### config.mk
export PLATFORM = sky130hd
export DESIGN_NAME = cfr_controller
export DESIGN_NICKNAME = d
export VERILOG_FILES = /design/src/design/cfr_plus_regret_table_engine_defines.svh /design/src/design/cfr_pkg.sv /design/src/design/cfr_controller.sv
export SDC_FILE = /design/constraint.sdc
export NUM_CORES = 1
export LEC_CHECK = 0
export BUFFER_PORTS_ARGS = -buffer_cell sky130_fd_sc_hd__buf_2
export CAP_MARGIN = 20
export CORE_AREA = 2 2 39 41
export DETAILED_ROUTE_END_ITERATION = 10
export DIE_AREA = 0 0 41 43
export PLACE_DENSITY = 0.81
export SLEW_MARGIN = 20
export SYNTH_ARGS = -nofsm -noshare
export SYNTH_HDL_FRONTEND = slang
export SYNTH_SLANG_ARGS = --single-unit
### constraint.sdc
create_clock -name clk -period 5.1 [get_ports clk]
set_clock_uncertainty 0.15 [all_clocks]
set_input_delay 1.275 -clock clk [delete_from_list [all_inputs] [get_ports clk]]
set_output_delay 1.275 -clock clk [all_outputs]
set_load 0.01 [all_outputs]
### src/design/cfr_plus_regret_table_engine_defines.svh
// ---------------------------------------------------------------------------
// cfr_plus_regret_table_engine_defines.svh
// Assertion macros used by the regret table engine datapath.
// ---------------------------------------------------------------------------
`ifndef CFR_PLUS_REGRET_TABLE_ENGINE_DEFINES_SVH
`define CFR_PLUS_REGRET_TABLE_ENGINE_DEFINES_SVH

// same-cycle implication, disabled in reset
`define CFR_ASSERT_NOW(label, ante, cons) \
    label: assert property (@(posedge clk) disable iff (!rst_n) (ante) |-> (cons)) \
        else $error("cfr engine check failed");

// next-cycle implication, disabled in reset
`define CFR_ASSERT_NEXT(label, ante, cons) \
    label: assert property (@(posedge clk) disable iff (!rst_n) (ante) |=> (cons)) \
        else $error("cfr engine check failed");

`endif

### src/design/cfr_pkg.sv
// ---------------------------------------------------------------------------
// cfr_pkg
// Shared types, widths and codes of the regret table engine.
// ---------------------------------------------------------------------------
package cfr_pkg;

    localparam int TABLE_DEPTH_DEF = 4096;
    localparam int MAX_ACTIONS_DEF = 16;

    localparam int OP_W    = 2;
    localparam int BASE_W  = 12;
    localparam int ACT_W   = 4;
    localparam int TOTAL_W = 5;
    localparam int DATA_W  = 32;
    localparam int PROB_W  = 17;
    localparam int SUM_W   = 37;   // 31 entries of 32 bits
    localparam int NUM_W   = 49;   // entry * 2^16 + sum / 2
    localparam int PROD_W  = DATA_W + PROB_W;
    localparam int DIV_CNT_W = 5;

    localparam logic [PROB_W-1:0] ONE_Q16 = 17'h10000;
    localparam logic [DATA_W-1:0] SUM_MAX = 32'hFFFF_FFFF;

    localparam logic [OP_W-1:0] OP_REGRET_UPD = 2'd0;
    localparam logic [OP_W-1:0] OP_STRAT_ACC  = 2'd1;
    localparam logic [OP_W-1:0] OP_REGRET_MAT = 2'd2;
    localparam logic [OP_W-1:0] OP_AVG_STRAT  = 2'd3;

    localparam logic [1:0] EMIT_UPD   = 2'd0;
    localparam logic [1:0] EMIT_RDERR = 2'd1;
    localparam logic [1:0] EMIT_PROB  = 2'd2;

    typedef struct packed {
        logic       load;
        logic       clr_step;
        logic       k_clr;
        logic       k_inc;
        logic       acc_en;
        logic       wr;
        logic       div_load;
        logic       div_step;
        logic       emit;
        logic [1:0] emit_kind;
    } cfr_cmd_t;

    typedef struct packed {
        logic clr_last;
        logic is_update;
        logic upd_err;
        logic rd_err;
        logic k_last;
        logic div_done;
        logic out_free;
    } cfr_sts_t;

endpackage

### src/design/cfr_controller.sv
// ---------------------------------------------------------------------------
// cfr_controller
// Sequencer of the regret table engine: clearing pass, updates and the
// two-pass block read with per-entry division.
// ---------------------------------------------------------------------------
module cfr_controller (
    input  logic              clk,
    input  logic              rst_n,
    input  logic              in_valid,
    output logic              in_ready,
    input  cfr_pkg::cfr_sts_t sts,
    output cfr_pkg::cfr_cmd_t cmd
);
    import cfr_pkg::*;

    localparam logic [3:0] ST_CLEAR = 4'd0;
    localparam logic [3:0] ST_IDLE  = 4'd1;
    localparam logic [3:0] ST_CHECK = 4'd2;
    localparam logic [3:0] ST_U_RD  = 4'd3;
    localparam logic [3:0] ST_U_WR  = 4'd4;
    localparam logic [3:0] ST_E_UPD = 4'd5;
    localparam logic [3:0] ST_E_RDE = 4'd6;
    localparam logic [3:0] ST_S_RD  = 4'd7;
    localparam logic [3:0] ST_S_ACC = 4'd8;
    localparam logic [3:0] ST_D_RD  = 4'd9;
    localparam logic [3:0] ST_D_LD  = 4'd10;
    localparam logic [3:0] ST_D_RUN = 4'd11;
    localparam logic [3:0] ST_E_PRB = 4'd12;

    logic [3:0] state_reg;
    logic [3:0] state_next;

    always_comb
    begin
        state_next    = state_reg;
        cmd           = '0;
        cmd.emit_kind = EMIT_UPD;
        in_ready      = 1'b0;
        case (state_reg)
            ST_CLEAR:
            begin
                cmd.clr_step = 1'b1;
                if (sts.clr_last)
                    state_next = ST_IDLE;
            end
            ST_IDLE:
            begin
                in_ready = 1'b1;
                if (in_valid)
                begin
                    cmd.load   = 1'b1;
                    cmd.k_clr  = 1'b1;
                    state_next = ST_CHECK;
                end
            end
            ST_CHECK:
            begin
                if (sts.is_update)
                    state_next = sts.upd_err ? ST_E_UPD : ST_U_RD;
                else
                    state_next = sts.rd_err ? ST_E_RDE : ST_S_RD;
            end
            ST_U_RD:
                state_next = ST_U_WR;
            ST_U_WR:
            begin
                cmd.wr     = 1'b1;
                state_next = ST_E_UPD;
            end
            ST_E_UPD:
            begin
                if (sts.out_free)
                begin
                    cmd.emit   = 1'b1;
                    state_next = ST_IDLE;
                end
            end
            ST_E_RDE:
            begin
                cmd.emit_kind = EMIT_RDERR;
                if (sts.out_free)
                begin
                    cmd.emit   = 1'b1;
                    state_next = ST_IDLE;
                end
            end
            ST_S_RD:
                state_next = ST_S_ACC;
            ST_S_ACC:
            begin
                cmd.acc_en = 1'b1;
                if (sts.k_last)
                begin
                    cmd.k_clr  = 1'b1;
                    state_next = ST_D_RD;
                end
                else
                begin
                    cmd.k_inc  = 1'b1;
                    state_next = ST_S_RD;
                end
            end
            ST_D_RD:
                state_next = ST_D_LD;
            ST_D_LD:
            begin
                cmd.div_load = 1'b1;
                state_next   = ST_D_RUN;
            end
            ST_D_RUN:
            begin
                if (sts.div_done)
                    state_next = ST_E_PRB;
                else
                    cmd.div_step = 1'b1;
            end
            ST_E_PRB:
            begin
                cmd.emit_kind = EMIT_PROB;
                if (sts.out_free)
                begin
                    cmd.emit = 1'b1;
                    if (sts.k_last)
                        state_next = ST_IDLE;
                    else
                    begin
                        cmd.k_inc  = 1'b1;
                        state_next = ST_D_RD;
                    end
                end
            end
            default:
                state_next = ST_IDLE;
        endcase
    end

    always_ff @(posedge clk or negedge rst_n)
    begin
        if (!rst_n)
            state_reg <= ST_CLEAR;
        else
            state_reg <= state_next;
    end

endmodule
Yosys cells after proc, flatten, opt, wreduce, memory -nomap -nowiden
Cells that the tools add are included.
Storage, ports and cells
  RAM bits: 0
  word-level logic and storage cells: 50
  bits in latches: 0
  flip-flop bits (word level): 4
  ROM bits: 0
  memories: 0
  input port bits: 10
Cells by class
  reduce and logical (&&, ||, !) cells: 4
  $lt $le $gt $ge: 0
  mux-type cells: 28
  divide/modulo/power cells: 0
  $add $sub $neg: 0
  bitwise operators: 0
  equality and inequality tests: 17
  $mul: 0
  shift-type cells: 0
Operators by type and width (count)
  case mux 4 bit (12 select lines): 1
  two-way mux 4 bit: 7
  == test 4 bit, second input constant: 5
  == test 4 x 3 -> 1 bit, second input constant: 4
  two-way mux 1 bit: 15
  == test 4 x 2 -> 1 bit, second input constant: 2
  != test 2 bit, second input constant: 4
  two-way mux 3 bit: 2
  AND reduction 5 bit: 1
  == test 4 x 1 -> 1 bit, second input constant: 1
  zero test 4 bit: 1
  case mux 1 bit (2 select lines): 2
  case mux 2 bit (2 select lines): 1
  OR reduction 3 bit: 1
  != test 2 x 1 -> 1 bit, second input constant: 1
  OR reduction 2 bit: 1

Longest topological paths before layout
  depth after elaboration: 4
  depth in mapped cells: 6

Worst setup path before layout
OpenSTA, ideal clock, no wires.
  path type: input-to-output
  from: input port in_valid
  to: output port cmd[8] (netlist bit)
  setup slack: 1.984 ns
  required time: 3.675 ns
  stages: 4
  data arrival time: 1.691 ns
  cells stage by stage: nand2_1 nor2_1 a31oi_1 nor3_1
RTL lines
  from (decl): RTL line cfr_controller.sv:9  | input logic in_valid,
  to (decl): RTL line cfr_controller.sv:12  | output cfr_pkg::cfr_cmd_t cmd

==> key figures <==
Synth
  • Post-Synthesis Cells: 64
  • Synth Flop Type: dfrtp_1
  • Synthesized area: 541 sq um
  • Post-synth EDFFs: 0
  • Number of synthesized register bits: 4
  • Register area share after synthesis: 18.5%
  • Syn avg cell area: 8.45 sq um
  • Synth unique cells: 35
  • Yosys warns: 0
  • Net Count, Synth: 74
  • Post-synth ARST share: 100%

Die
  • Die area: 1760 sq um
  • Die Width: 41 microns
  • Die H: 43 microns
  • Placeable Area: 1380 sq um
  • # IOs: 22
  • Initial Util: 39.1%
  • Site Rows: 14

Place
  • PortBufs: 21
  • Final Wtd Congestion: 0.779
  • Dpl hpwl: 837 microns

CTS
  • Clock latency on the worst-skew pair: 0.23 ns
  • Clk sink count: 4
  • Root buf cell: clkbuf_4
  • TritonCTS Buffers: 3
  • Hold-fix buffers, CTS: 0
  • Postcts setup bufs: 0
  • Max Buffers Root-to-Sink: 2
  • CTS tree: done
  • Clock slew at reported path FFs: 0.04 ns
  • CTS resizes: 0
  • # H-tree levels: 1

Critical path
  • Crit path capture type: output port
  • Buf+Inv Stages, Crit Path: 2
  • R2R setup slack: 3.25 ns
  • Max stage delay cell, worst path: buf_2
  • Reg2Reg Depth: 4
  • Worst path max stage delay: 0.15 ns
  • Crit-path cells: buf_2, nand2_1, nor2_1, a31oi_1, nor3_1, buf_2
  • CP max FO: 3
  • Data arrival, critical path: 1.85 ns
  • Req. time, crit path: 3.67 ns
  • Reg2reg end: state_reg[3]
  • R2R Path Start: state_reg[3]
  • WS Path Type: in2out
  • Cell family with most CP delay: simple AND/OR/NAND/NOR gates
  • CP most frequent cell: buf_2
  • Worst Setup Start Kind: primary input

Global route
  • GRT Util Overall: 16.7%
  • Overflow after GRT: 0
  • Vias in the first global route: 449
  • Pin count of the biggest net entering global routing: 17
  • Global-route wire length before repair: 1980 microns
  • Initial antenna violation count: 0

Routing
  • DRT Pass-1 Iters: 4
  • DR WL/cell: 11.3 microns
  • Starting DRT DRC Count: 9
  • ANT nets after route: 0
  • Vias per std cell: 5.22
  • DRC viols: 0
  • Vias post-DR: 517
  • Final WL: 1120 microns

Power
  • Internal power: 0.000186 W
  • Psw: 0.000172 W
  • Net switching fraction of the power: 48.1%
  • Static Leak: 0.294 nW
  • Share of total power in the clock network: 10.9%
  • Max VDD drop: 0.221 mV
  • Reg power frac: 26.6%
  • Comb pwr share: 62.4%
  • Pwr dens: 564 nW/um^2

Finish
  • Largest register FFs: 4
  • Antenna diode count: 0
  • NumNets Final: 95
  • P&R area growth vs syn: 17.6%
  • Share of post-route cells with drive strength above 1: 38.6%

Status
  • Run status: completed

STA
  • Fin Setup TNS: 0 ns
  • Worst hold slack: 0.685 ns
  • Slew Viols, Final: 0
  • Setup violators final: 0
  • Worst slew pin tran: 0.485 ns
  • RSZ-0062 raised after global routing: no
  • Relative max-transition margin: 67.6%
  • Final worst path period need: 3.28 ns
  • Period utilization: 64.2%
  • Fmax achieved: 305 MHz
  • Hold Fails Final Rpt: 0

Run
  • Max-Cap Viols: 0

Hold path
  • HP Class: in2async
[layout make-up]
type / instances / area (sq um)
timing repair buffer: 21 / 105
sequential: 4 / 100
clock buffer: 3 / 22.5
multi-input combinational: 52 / 377
fill: 140 / 748
inverter: 3 / 11.3
tap: 16 / 20.0
[stage by stage]
step	setup slack, ns	total power, W	cell area (sq um)	util (%)	cells
3_5_place_dp	1.81	0.000321	613	44.3	96
6_report	1.82	0.000358	636	45.9	99
5_1_grt	1.74	0.000397	636	45.9	99
2_1_floorplan	1.98	0.000300	541	-	64
3_3_place_gp	1.83	0.000316	613	44.3	96
4_1_cts	1.81	0.000362	636	45.9	99
[worst max path at each step]
| stage | from | endpoint | cells past startpoint |
|---|---|---|---|
| 2_1_floorplan | in_valid | cmd[8] | 4 |
| 3_3_place_gp | in_valid | cmd[8] | 6 |
| 3_5_place_dp | in_valid | cmd[8] | 6 |
| 4_1_cts | in_valid | cmd[8] | 6 |
| 5_1_grt | in_valid | cmd[8] | 6 |
| 6_report | in_valid | cmd[8] | 6 |
[worst register-to-register path, cell delays in order, from the launching register on]
cell and delay (ns):
dfrtp_1 0.63, nand2b_2 0.20, o32ai_4 0.35, a31oi_4 0.08, mux2_4 0.32
[synthesized netlist by cell type (2+ instances only)]
library cell  count  area (sq um)
buf_6             2          22.5
nand2_1           4          15.0
a21oi_1           2          10.0
nor2_1            7          26.3
nand2b_1          3          18.8
mux2_4            3          45.0
o21ai_0           3          15.0
buf_4             2          15.0
o21ai_1           2          10.0
nor3_1            6          30.0
inv_1             3          11.3
dfrtp_1           4           100
[routing by layer]
layer / GRT usage (%) / vias to the layer above / routed length [microns]
li1: - / 273 / -
met1: 24.4 / 228 / 504
met2: 21.9 / 16 / 553
met3: 3.14 / 0 / 65
met4: 10.0 / 0 / 0
met5: 0 / - / 0
[cell families after synthesis]
kind of cell / count (synthesis) / synth area share [%]
simple gates: 32 / 33.6
compound gates: 15 / 24.3
buf+inv: 8 / 11.8
mux: 4 / 10.2
flops: 4 / 18.5
xor+xnor: 1 / 1.62
[power by group through the flow]
stage	Clock, W	Sequential (W)	Combinational [W]
after floorplan	0	0.0000576	0.000242
after global placement	0	0.0000957	0.000221
after detailed placement	0	0.0000970	0.000224
after CTS	0.0000411	0.0000962	0.000225
after global routing	0.0000428	0.000103	0.000251
final	0.0000391	0.0000955	0.000224
[cell usage in the layout, fill, tap and decap left out, types with 2 or more instances in the layout]
cell type	count
buf_2	21
nor2_1	7
nor3_1	6
nand2_1	4
dfrtp_1	4
nand2b_1	3
inv_1	3
o21ai_0	3
mux2_4	3
clkbuf_4	3
o21ai_1	2
a21oi_1	2
No activity file was read; power rests on OpenSTA's default activity.
